[config.mk]
export PLATFORM = sky130hd
export DESIGN_NAME = imu_complementary_attitude_top
export DESIGN_NICKNAME = d
export VERILOG_FILES = /design/src/rtl/imu_ca_pkg.sv /design/src/rtl/imu_complementary_attitude_top.sv /design/src/rtl/imu_ca_cordic.sv
export SDC_FILE = /design/constraint.sdc
export NUM_CORES = 2
export LEC_CHECK = 0
export BUFFER_PORTS_ARGS = -buffer_cell sky130_fd_sc_hd__buf_2
export CAP_MARGIN = 10
export CORE_MARGIN = 2
export CORE_UTILIZATION = 59
export CTS_CLUSTER_DIAMETER = 80
export DETAILED_ROUTE_END_ITERATION = 12
export GPL_ROUTABILITY_DRIVEN = 0
export PLACE_DENSITY = 0.86
export SKIP_CTS_REPAIR_TIMING = 1
export SLEW_MARGIN = 20
export SYNTH_ARGS = -nofsm -noshare
export SYNTH_HDL_FRONTEND = slang
export SYNTH_SLANG_ARGS = --single-unit
[constraint.sdc]
create_clock -name clk -period 11.2 [get_ports clk]
set_input_delay 2.24 -clock clk [delete_from_list [all_inputs] [get_ports clk]]
set_output_delay 2.24 -clock clk [all_outputs]
set_load 0.02 [all_outputs]
[src/rtl/imu_ca_pkg.sv]
package imu_ca_pkg;

    localparam int CORDIC_STEPS = 16;
    localparam int STEP_W = 5;
    localparam int CORD_W = 36;
    localparam int ANGLE_W = 32;
    localparam int QUOT_W = 22;
    // The increment divisor 131000000 is 64 * 2046875; the six low zero bits are dropped first.
    localparam logic [20:0] INC_DIV = 21'd2046875;
    // floor(2^31 / INC_DIV); an estimate built from it is never high and at most one low.
    localparam logic [20:0] INC_RECIP = 21'd1049;
    // Rounding half of the divisor, already divided by 64 and floored.
    localparam logic [30:0] INC_HALF = 31'd1023437;
    localparam logic signed [ANGLE_W-1:0] DEG180_Q16 = 32'sd11796480;
    localparam logic [15:0] WEIGHT_RESET = 16'd31785;
    localparam logic [16:0] WEIGHT_ONE = 17'd32768;

    localparam logic [7:0] REG_ACCEL_X_OFFSET = 8'd0;
    localparam logic [7:0] REG_ACCEL_Y_OFFSET = 8'd1;
    localparam logic [7:0] REG_ACCEL_Z_OFFSET = 8'd2;
    localparam logic [7:0] REG_GYRO_X_OFFSET  = 8'd3;
    localparam logic [7:0] REG_GYRO_Y_OFFSET  = 8'd4;
    localparam logic [7:0] REG_GYRO_Z_OFFSET  = 8'd5;
    localparam logic [7:0] REG_GYRO_WEIGHT    = 8'd6;

    // atan(2^-i) in Q15.16 degrees.
    function automatic logic signed [ANGLE_W-1:0] atan_q16(input logic [STEP_W-1:0] idx);
        logic signed [ANGLE_W-1:0] v;
        begin
            case (idx)
                5'd0:  v = 32'sd2949120;
                5'd1:  v = 32'sd1740967;
                5'd2:  v = 32'sd919879;
                5'd3:  v = 32'sd466945;
                5'd4:  v = 32'sd234379;
                5'd5:  v = 32'sd117304;
                5'd6:  v = 32'sd58666;
                5'd7:  v = 32'sd29335;
                5'd8:  v = 32'sd14668;
                5'd9:  v = 32'sd7334;
                5'd10: v = 32'sd3667;
                5'd11: v = 32'sd1833;
                5'd12: v = 32'sd917;
                5'd13: v = 32'sd458;
                5'd14: v = 32'sd229;
                5'd15: v = 32'sd115;
                5'd16: v = 32'sd57;
                5'd17: v = 32'sd29;
                5'd18: v = 32'sd14;
                5'd19: v = 32'sd7;
                5'd20: v = 32'sd4;
                5'd21: v = 32'sd2;
                5'd22: v = 32'sd1;
                default: v = 32'sd0;
            endcase
            return v;
        end
    endfunction

endpackage

[src/rtl/imu_complementary_attitude_top.sv]
// Complementary roll/pitch/yaw filter for one six-axis IMU sample per input beat.
// Offsets are removed with 16-bit saturation, each gyro rate times elapsed_us is
// turned into a Q15.16 degree increment by reciprocal multiplication with a one-step
// correction, roll and pitch from the accelerometer come from one shared iterative
// CORDIC, and a single 17x32 multiplier blends the gyro and accelerometer angles.
// Per sample the sequencer accepts the beat; for each of the three gyro axes it
// runs a rate multiply, two reciprocal divide passes (estimate, remainder,
// correction) and an accumulate; then come two CORDIC runs, the roll and pitch
// blends and the output register load. s_tready is high only while the sequencer
// is idle; the result sits in an output register, so a new sample can be taken
// while the previous result still waits. Configuration writes are always accepted.
module imu_complementary_attitude_top (
    input  logic         clk,
    input  logic         rst_n,
    input  logic         s_tvalid,
    output logic         s_tready,
    // accel_x, accel_y, accel_z, gyro_x, gyro_y, gyro_z, elapsed_us (16 bits each)
    input  logic [111:0] s_tdata,
    output logic         m_tvalid,
    input  logic         m_tready,
    // roll_deg, pitch_deg, yaw_deg (32 bits each)
    output logic [95:0]  m_tdata,
    input  logic         cfg_valid,
    output logic         cfg_ready,
    input  logic [7:0]   cfg_index,
    input  logic [15:0]  cfg_data
);
    import imu_ca_pkg::*;

    typedef enum logic [3:0] {
        S_IDLE, S_MUL, S_QA, S_RA, S_CA, S_QB, S_RB, S_CB, S_ACC,
        S_CR_START, S_CR_WAIT, S_BL1, S_BL2, S_BL3, S_OUT
    } state_t;

    state_t state_reg;
    logic [1:0] axis_reg;

    logic signed [15:0] offset_reg [6];
    logic [15:0]        weight_reg;

    logic signed [15:0] corr_reg [6];
    logic [15:0]        dt_reg;
    logic [16:0]        w_reg;

    logic signed [ANGLE_W-1:0] est_reg  [3];
    logic signed [ANGLE_W-1:0] gsum_reg [3];
    logic signed [ANGLE_W-1:0] acc_ang_reg [2];

    logic [30:0]        div_num_reg;
    logic [10:0]        qe_reg;
    logic [10:0]        qa_reg;
    logic [21:0]        rem_reg;
    logic [QUOT_W-1:0]  quot_reg;
    logic               neg_reg;
    logic signed [49:0] acc_reg;

    logic               m_tvalid_reg;
    logic [95:0]        m_tdata_reg;

    // Offset removal with saturation.
    logic signed [15:0] corr [6];
    always_comb
    begin
        logic signed [16:0] d;
        for (int k = 0; k < 6; k++)
        begin
            d = {s_tdata[16*k+15], s_tdata[16*k +: 16]}
                - {offset_reg[k][15], offset_reg[k]};
            if (d > 17'sd32767)
                corr[k] = 16'sh7FFF;
            else if (d < -17'sd32768)
                corr[k] = 16'sh8000;
            else
                corr[k] = d[15:0];
        end
    end

    // Gyro increment datapath.
    logic signed [15:0] g_sel;
    logic [16:0]        g_mag;
    logic [32:0]        g_prod;
    logic signed [QUOT_W:0] inc;
    logic signed [33:0] gsum_wide;
    logic signed [ANGLE_W-1:0] gsum_sat;
    logic signed [ANGLE_W-1:0] est_sel;

    assign g_sel  = corr_reg[3'd3 + 3'(axis_reg)];
    assign g_mag  = g_sel[15] ? 17'(-{g_sel[15], g_sel}) : {1'b0, g_sel};
    assign g_prod = g_mag * {1'b0, dt_reg};
    assign inc    = neg_reg ? -$signed({1'b0, quot_reg}) : $signed({1'b0, quot_reg});
    assign est_sel = est_reg[axis_reg];
    assign gsum_wide = 34'(est_sel) + 34'(inc);
    always_comb
    begin
        if (gsum_wide > 34'sh0_7FFF_FFFF)
            gsum_sat = 32'sh7FFF_FFFF;
        else if (gsum_wide < -34'sh0_8000_0000)
            gsum_sat = 32'sh8000_0000;
        else
            gsum_sat = gsum_wide[31:0];
    end

    // The quotient is split as high * 1024 + low. Each pass estimates by the
    // reciprocal, forms the remainder, and adds one when the remainder is still
    // at least the divisor.
    logic        rm_est;
    logic [30:0] rm_a;
    logic [20:0] rm_b;
    logic [51:0] rm_p;
    logic [30:0] rm_diff;
    logic        rem_over;
    logic [21:0] rem_fix;
    logic [10:0] q_fix;

    assign rm_est   = (state_reg == S_QA) || (state_reg == S_QB);
    assign rm_a     = rm_est ? div_num_reg : {20'd0, qe_reg};
    assign rm_b     = rm_est ? INC_RECIP : INC_DIV;
    assign rm_p     = rm_a * rm_b;
    assign rm_diff  = div_num_reg - rm_p[30:0];
    assign rem_over = (rem_reg >= {1'b0, INC_DIV});
    assign rem_fix  = rem_over ? rem_reg - {1'b0, INC_DIV} : rem_reg;
    assign q_fix    = rem_over ? qe_reg + 11'd1 : qe_reg;

    // Shared CORDIC.
    logic                      cr_start;
    logic                      cr_done;
    logic signed [16:0]        cr_y;
    logic signed [16:0]        cr_x;
    logic signed [ANGLE_W-1:0] cr_angle;

    assign cr_start = (state_reg == S_CR_START);
    assign cr_x     = {corr_reg[2][15], corr_reg[2]};
    assign cr_y     = (axis_reg == 2'd0) ? {corr_reg[1][15], corr_reg[1]}
                                         : -{corr_reg[0][15], corr_reg[0]};

    imu_ca_cordic u_cordic (
        .clk   (clk),
        .rst_n (rst_n),
        .start (cr_start),
        .y_in  (cr_y),
        .x_in  (cr_x),
        .done  (cr_done),
        .angle (cr_angle)
    );

    // Shared blend multiplier.
    logic [16:0]               mul_a;
    logic signed [ANGLE_W-1:0] mul_b;
    logic signed [49:0]        mul_p;
    logic signed [49:0]        rnd;
    logic signed [34:0]        shr;
    logic signed [ANGLE_W-1:0] blend_sat;

    assign mul_a = (state_reg == S_BL1) ? w_reg : WEIGHT_ONE - w_reg;
    assign mul_b = (state_reg == S_BL1) ? gsum_reg[axis_reg] : acc_ang_reg[axis_reg[0]];
    assign mul_p = 50'($signed({1'b0, mul_a}) * mul_b);
    assign rnd   = acc_reg + 50'sd16384;
    assign shr   = 35'(rnd >>> 15);
    always_comb
    begin
        if (shr > 35'sh0_7FFF_FFFF)
            blend_sat = 32'sh7FFF_FFFF;
        else if (shr < -35'sh0_8000_0000)
            blend_sat = 32'sh8000_0000;
        else
            blend_sat = shr[31:0];
    end

    assign s_tready  = (state_reg == S_IDLE);
    assign cfg_ready = 1'b1;
    assign m_tvalid  = m_tvalid_reg;
    assign m_tdata   = m_tdata_reg;

    always_ff @(posedge clk or negedge rst_n)
    begin
        if (!rst_n)
        begin
            for (int k = 0; k < 6; k++)
                offset_reg[k] <= '0;
            weight_reg <= WEIGHT_RESET;
        end
        else if (cfg_valid)
        begin
            case (cfg_index)
                REG_ACCEL_X_OFFSET: offset_reg[0] <= cfg_data;
                REG_ACCEL_Y_OFFSET: offset_reg[1] <= cfg_data;
                REG_ACCEL_Z_OFFSET: offset_reg[2] <= cfg_data;
                REG_GYRO_X_OFFSET:  offset_reg[3] <= cfg_data;
                REG_GYRO_Y_OFFSET:  offset_reg[4] <= cfg_data;
                REG_GYRO_Z_OFFSET:  offset_reg[5] <= cfg_data;
                REG_GYRO_WEIGHT:    weight_reg    <= cfg_data;
                default: ;
            endcase
        end
    end

    always_ff @(posedge clk or negedge rst_n)
    begin
        if (!rst_n)
        begin
            state_reg    <= S_IDLE;
            axis_reg     <= '0;
            m_tvalid_reg <= 1'b0;
            for (int k = 0; k < 3; k++)
                est_reg[k] <= '0;
        end
        else
        begin
            if (m_tvalid_reg && m_tready && state_reg != S_OUT)
                m_tvalid_reg <= 1'b0;
            case (state_reg)
                S_IDLE:
                begin
                    if (s_tvalid)
                    begin
                        for (int k = 0; k < 6; k++)
                            corr_reg[k] <= corr[k];
                        dt_reg    <= s_tdata[111:96];
                        w_reg     <= ({1'b0, weight_reg} > WEIGHT_ONE) ? WEIGHT_ONE
                                                                       : {1'b0, weight_reg};
                        axis_reg  <= '0;
                        state_reg <= S_MUL;
                    end
                end
                S_MUL:
                begin
                    div_num_reg <= g_prod[30:0];
                    neg_reg     <= g_sel[15];
                    state_reg   <= S_QA;
                end
                S_QA:
                begin
                    qe_reg    <= rm_p[41:31];
                    state_reg <= S_RA;
                end
                S_RA:
                begin
                    rem_reg   <= rm_diff[21:0];
                    state_reg <= S_CA;
                end
                S_CA:
                begin
                    qa_reg      <= q_fix;
                    div_num_reg <= {rem_fix[20:0], 10'd0} + INC_HALF;
                    state_reg   <= S_QB;
                end
                S_QB:
                begin
                    qe_reg    <= rm_p[41:31];
                    state_reg <= S_RB;
                end
                S_RB:
                begin
                    rem_reg   <= rm_diff[21:0];
                    state_reg <= S_CB;
                end
                S_CB:
                begin
                    quot_reg  <= QUOT_W'({qa_reg, 10'd0}) + QUOT_W'(q_fix);
                    state_reg <= S_ACC;
                end
                S_ACC:
                begin
                    gsum_reg[axis_reg] <= gsum_sat;
                    if (axis_reg == 2'd2)
                    begin
                        axis_reg  <= 2'd0;
                        state_reg <= S_CR_START;
                    end
                    else
                    begin
                        axis_reg  <= axis_reg + 1'b1;
                        state_reg <= S_MUL;
                    end
                end
                S_CR_START:
                begin
                    state_reg <= S_CR_WAIT;
                end
                S_CR_WAIT:
                begin
                    if (cr_done)
                    begin
                        acc_ang_reg[axis_reg[0]] <= cr_angle;
                        if (axis_reg == 2'd0)
                        begin
                            axis_reg  <= 2'd1;
                            state_reg <= S_CR_START;
                        end
                        else
                        begin
                            axis_reg  <= 2'd0;
                            state_reg <= S_BL1;
                        end
                    end
                end
                S_BL1:
                begin
                    acc_reg   <= mul_p;
                    state_reg <= S_BL2;
                end
                S_BL2:
                begin
                    acc_reg   <= acc_reg + mul_p;
                    state_reg <= S_BL3;
                end
                S_BL3:
                begin
                    gsum_reg[axis_reg] <= blend_sat;
                    if (axis_reg == 2'd1)
                    begin
                        state_reg <= S_OUT;
                    end
                    else
                    begin
                        axis_reg  <= 2'd1;
                        state_reg <= S_BL1;
                    end
                end
                S_OUT:
                begin
                    if (!m_tvalid_reg || m_tready)
                    begin
                        for (int k = 0; k < 3; k++)
                            est_reg[k] <= gsum_reg[k];
                        m_tdata_reg  <= {gsum_reg[2], gsum_reg[1], gsum_reg[0]};
                        m_tvalid_reg <= 1'b1;
                        state_reg    <= S_IDLE;
                    end
                end
                default:
                begin
                    state_reg <= S_IDLE;
                end
            endcase
        end
    end

endmodule

[src/rtl/imu_ca_cordic.sv]
module imu_ca_cordic (
    input  logic                                clk,
    input  logic                                rst_n,
    input  logic                                start,
    input  logic signed [16:0]                  y_in,
    input  logic signed [16:0]                  x_in,
    output logic                                done,
    output logic signed [imu_ca_pkg::ANGLE_W-1:0] angle
);
    import imu_ca_pkg::*;

    typedef enum logic [1:0] {C_IDLE, C_RUN, C_DONE} cstate_t;

    cstate_t                    state_reg;
    logic [STEP_W-1:0]          step_reg;
    logic signed [CORD_W-1:0]   x_reg;
    logic signed [CORD_W-1:0]   y_reg;
    logic signed [ANGLE_W-1:0]  z_reg;

    logic signed [CORD_W-1:0]   x_load;
    logic signed [CORD_W-1:0]   y_load;
    logic signed [CORD_W-1:0]   x_sh;
    logic signed [CORD_W-1:0]   y_sh;
    logic signed [ANGLE_W-1:0]  at;

    assign x_load = {{(CORD_W-33){x_in[16]}}, x_in, 16'd0};
    assign y_load = {{(CORD_W-33){y_in[16]}}, y_in, 16'd0};
    assign x_sh   = x_reg >>> step_reg;
    assign y_sh   = y_reg >>> step_reg;
    assign at     = atan_q16(step_reg);

    assign done  = (state_reg == C_DONE);
    assign angle = z_reg;

    always_ff @(posedge clk or negedge rst_n)
    begin
        if (!rst_n)
        begin
            state_reg <= C_IDLE;
            step_reg  <= '0;
        end
        else
        begin
            case (state_reg)
                C_IDLE:
                begin
                    if (start)
                    begin
                        step_reg <= '0;
                        if (x_in == 17'sd0 && y_in == 17'sd0)
                        begin
                            z_reg     <= '0;
                            state_reg <= C_DONE;
                        end
                        else
                        begin
                            // A vector in the left half-plane is turned by 180 degrees first.
                            if (x_in < 0)
                            begin
                                x_reg <= -x_load;
                                y_reg <= -y_load;
                                z_reg <= (y_in >= 0) ? DEG180_Q16 : -DEG180_Q16;
                            end
                            else
                            begin
                                x_reg <= x_load;
                                y_reg <= y_load;
                                z_reg <= '0;
                            end
                            state_reg <= C_RUN;
                        end
                    end
                end
                C_RUN:
                begin
                    if (y_reg >= 0)
                    begin
                        x_reg <= x_reg + y_sh;
                        y_reg <= y_reg - x_sh;
                        z_reg <= z_reg + at;
                    end
                    else
                    begin
                        x_reg <= x_reg - y_sh;
                        y_reg <= y_reg + x_sh;
                        z_reg <= z_reg - at;
                    end
                    if (step_reg == STEP_W'(CORDIC_STEPS - 1))
                        state_reg <= C_DONE;
                    step_reg <= step_reg + 1'b1;
                end
                C_DONE:
                begin
                    state_reg <= C_IDLE;
                end
                default:
                begin
                    state_reg <= C_IDLE;
                end
            endcase
        end
    end

endmodule

==> flow_results.org <==
** Run status
- The run finished, with violations left.
- Failing checks :: design-rule violations

** Global route
- Entering global routing, the biggest net connects 81 pins.
- Number of antenna violations at the first check in global routing :: 15
- Global routing consumed, over all layers together, 34.0% of the routing resources.
- After global routing the overflow that remains totals 0.
- Wire length of the first global-routing pass :: 451000 µm
- The number of global-route vias before repair is 81600.

** Detailed routing
- In the final routed layout, each cell accounts on average for 23.1 µm.
- Summing over every cut layer, the via total after detailed routing is 79500.
- Number of search-and-repair iterations in the first detailed-routing pass :: 13
- In the routed layout, each cell is associated on average with a via count of 6.30.
- For this block, the initial DRC count from the detailed router was 10400.
- Overall routed net length :: 291000 µm
- Number of nets with antenna violations after routing :: 0
- Number of remaining DRC errors :: 4

** Worst setup path
- Setup crit start kind :: flip-flop
- Reg2reg start :: w_reg[0]
- Tracing the worst setup path back leads to its startpoint at w_reg[0].
- End of the worst register-to-register path :: acc_reg[43]
- Top delay family on crit path :: adder cells
- Number of buffers and inverters on the critical path :: 7
- By startpoint and endpoint, the worst setup path is classified as flip-flop to flip-flop.
- Maximum net fanout on the critical path :: 8
- The worst setup path is captured at a flip-flop.
- For this run, the slowest stage of the critical path takes 570 ps.
- Required time reported for the critical path endpoint :: 11670 ps
- Setup slack on the worst reg-to-reg path comes out at 390 ps.
- Data arrival time of the critical path :: 11280 ps
- The slowest stage of the critical path is the sky130_fd_sc_hd__fa_1 cell.
- Critical Path Most Common Cell :: sky130_fd_sc_hd__fa_1
- Number of cell instances on the worst register-to-register path :: 41

** Power
- LEAKAGE :: 0.0490 µW
- PD cells :: 172 nW/µm²
- Total power consumption of the routed design :: 18300 µW
- Share of total power consumed by net switching :: 43.2%
- Sequential power share :: 25.4%
- Net switching power figure :: 7930 µW
- Across the VDD grid, the largest voltage drop is 0.000569 V.
- Proportion of power drawn by combinational gates :: 56.0%
- Cell internal power dissipation :: 10400 µW
- In this run, the clock network consumes 18.6% of the power.

** Floorplanning
- Number of placement rows :: 150
- The die covers 171000 µm².
- The floorplan step set the die width to 413 µm.
- For this configuration, the core starts out at a cell density of 59.2%.
- Die Y :: 413 µm
- The region available for standard cell placement spans 167000 µm².
- During I/O placement, the number of pins put on the boundary was 240.

** Synth
- Sequential elements use 26.0% of the synthesized area.
- Gate count after technology mapping :: 10100
- Synthesis inferred 890 register bits.
- Of all flip-flops after synthesis, the portion carrying an async set or reset was 24.9%.
- Each instance of the synthesized netlist takes up on average 9.80 µm².
- The synthesized netlist contains 98 unique library cells.
- The synthesized design contains 668 enable-type register cells.
- Synth Flop Type :: sky130_fd_sc_hd__edfxtp_1
- In this run the cell area of the synthesized design comes to 98700 µm².
- Warning count from the yosys run :: 0

** STA
- Max Slew Vio Count :: 0
- Max Clk Rate :: 92.5 MHz
- Final setup violating endpoints :: 0
- Worst-case headroom to the max-slew limit :: 21.7%
- Final Critical Period :: 10810 ps
- Final Hold Vio Count :: 0
- The clock arrives with 59.1 ps of skew.
- For the pin with the worst max-slew slack, the measured transition is 1160 ps.
- Worst Hold Margin :: 487 ps
- After layout, the worst path uses 96.5% of the clock period.

** Clocking
- TritonCTS sink count :: 890
- Insertion delay of the later-clocked pin in the worst-skew pair :: 790 ps
- TritonCTS clock tree :: yes
- CTS built an H-tree with a depth of 3.
- In this run the clock root is driven by a sky130_fd_sc_hd__clkbuf_16.
- TritonCTS buffer count :: 97
- Clock-pin slew was measured on the worst setup and hold paths at 70 ps.
- Number of buffers on the longest clock path :: 3

** Worst hold path
- The path with the worst hold slack has its endpoint at m_tdata[79].
- Source of the worst hold timing path :: gsum_reg[2][15]
- The worst hold path belongs to the class flip-flop to flip-flop.
- Along the worst hold path, the cell count comes to 0.

** Flow run
- Reported max-cap violation count :: 0

** Final layout
- Area added between synthesis and finish :: 8.02%
- Counting the fill cells in the layout gives 12200.
- The library cell used most frequently in the layout, excluding fill and tap cells, is sky130_fd_sc_hd__inv_1.
- Final core utilization :: 64.0%
- Cells with a size suffix above 1 make up 9.70% of the layout.
- The register with the most flip-flops in the layout has 128 of them.
- At the end of the flow, the number of nets in the layout was 12300.
- Commonest non-fill, non-tap cells in the layout :: 1533 x sky130_fd_sc_hd__inv_1, 1073 x sky130_fd_sc_hd__nand2_1, 1070 x sky130_fd_sc_hd__fa_1

** Place
- DP HPWL :: 225000 µm
- In this run the tool buffered the top-level ports with 238 buffer cells.
==> per-stage QoR <==
stage                     std cells  worst slack, ps  instance area [µm²]  TNS [ps]
after floorplan               10200             78.9                99200         0
after global placement        12400              250               103000         0
after detailed placement      12400             66.5               103000         0
after CTS                     12600             53.8               106000         0
after global routing          12600            -88.5               107000      -202
final                         12600              387               107000         0
==> cells by family after synthesis <==
family                   count (synthesis)  synth area share (%)
other                                    2               0.00761
adder cells (fa/ha/maj)               1823                  31.2
AND/OR/NAND/NOR                       2610                  12.2
AO/OA/AOI/OAI                         1765                  11.1
buffers and inverters                 1898                  7.38
multiplexers                           460                  6.65
flip-flops                             890                  26.0
XOR/XNOR                               622                  5.52
==> area by class of cell <==
class,instances,area [µm²],share of cell area [%]
Multi-Input combinational cell,7409,66600,62.5
Tap cell,2204,2760,2.59
Inverter,1538,5780,5.42
Clock inverter,66,812,0.762
Clock buffer,117,2550,2.39
Timing Repair Buffer,392,2420,2.27
Sequential cell,890,25600,24.1
Antenna cell,4,10.0,0.00939
==> synthesized netlist by cell type, types with 34 or more instances <==
master / instances / area share, %
sky130_fd_sc_hd__a211oi_1: 54 / 0.41
sky130_fd_sc_hd__a21o_1: 178 / 1.4
sky130_fd_sc_hd__a21oi_1: 542 / 2.7
sky130_fd_sc_hd__a31oi_1: 51 / 0.32
sky130_fd_sc_hd__and2_1: 230 / 1.5
sky130_fd_sc_hd__and3_1: 51 / 0.32
sky130_fd_sc_hd__clkbuf_1: 296 / 1.1
sky130_fd_sc_hd__dfrtp_1: 214 / 5.4
sky130_fd_sc_hd__edfxtp_1: 668 / 20
sky130_fd_sc_hd__fa_1: 1070 / 22
sky130_fd_sc_hd__ha_1: 748 / 9.5
sky130_fd_sc_hd__inv_1: 1534 / 5.8
sky130_fd_sc_hd__mux2_2: 200 / 2.3
sky130_fd_sc_hd__mux2i_1: 128 / 1.3
sky130_fd_sc_hd__mux4_2: 115 / 2.6
sky130_fd_sc_hd__nand2_1: 1075 / 4.1
sky130_fd_sc_hd__nand2b_1: 97 / 0.61
sky130_fd_sc_hd__nand3_1: 128 / 0.65
sky130_fd_sc_hd__nand4_1: 37 / 0.23
sky130_fd_sc_hd__nor2_1: 590 / 2.2
sky130_fd_sc_hd__nor2b_1: 114 / 0.72
sky130_fd_sc_hd__nor3_1: 113 / 0.57
sky130_fd_sc_hd__o211ai_1: 37 / 0.28
sky130_fd_sc_hd__o21a_1: 82 / 0.62
sky130_fd_sc_hd__o21ai_0: 465 / 2.4
sky130_fd_sc_hd__o21bai_1: 49 / 0.37
sky130_fd_sc_hd__o31ai_1: 63 / 0.48
sky130_fd_sc_hd__or3_1: 34 / 0.22
sky130_fd_sc_hd__xnor2_1: 403 / 3.6
sky130_fd_sc_hd__xor2_1: 219 / 1.9
==> worst max path at each step <==
stage | endpoint | slack, ps | cells after the start
after floorplan | acc_reg[49] | 80 | 43
after global placement | div_num_reg[30] | 250 | 33
after detailed placement | div_num_reg[28] | 70 | 32
after CTS | div_num_reg[28] | 50 | 32
after global routing | acc_reg[49] | -90 | 42
final | acc_reg[43] | 390 | 41
==> power groups by stage <==
stage	sequential [µW]	combinational [µW]	clock, µW
5_1_grt	4670	11200	3550
3_3_place_gp	4660	9290	0
6_report	4650	10300	3420
3_5_place_dp	4690	9780	0
2_1_floorplan	4530	7240	0
4_1_cts	4630	9900	3420
==> per-layer routing <==
metal  part of all wire [%]  wire length (µm)  track usage [%]  up-vias
li1                       -                 -                -    34000
met1                     35            101000             41.3    38200
met2                     45            132000             53.7     5697
met3                     12             36000             9.79     1534
met4                    7.7             22300             21.0       20
met5                  0.085               248                0        -
No activity file was read; power rests on OpenSTA's default activity.
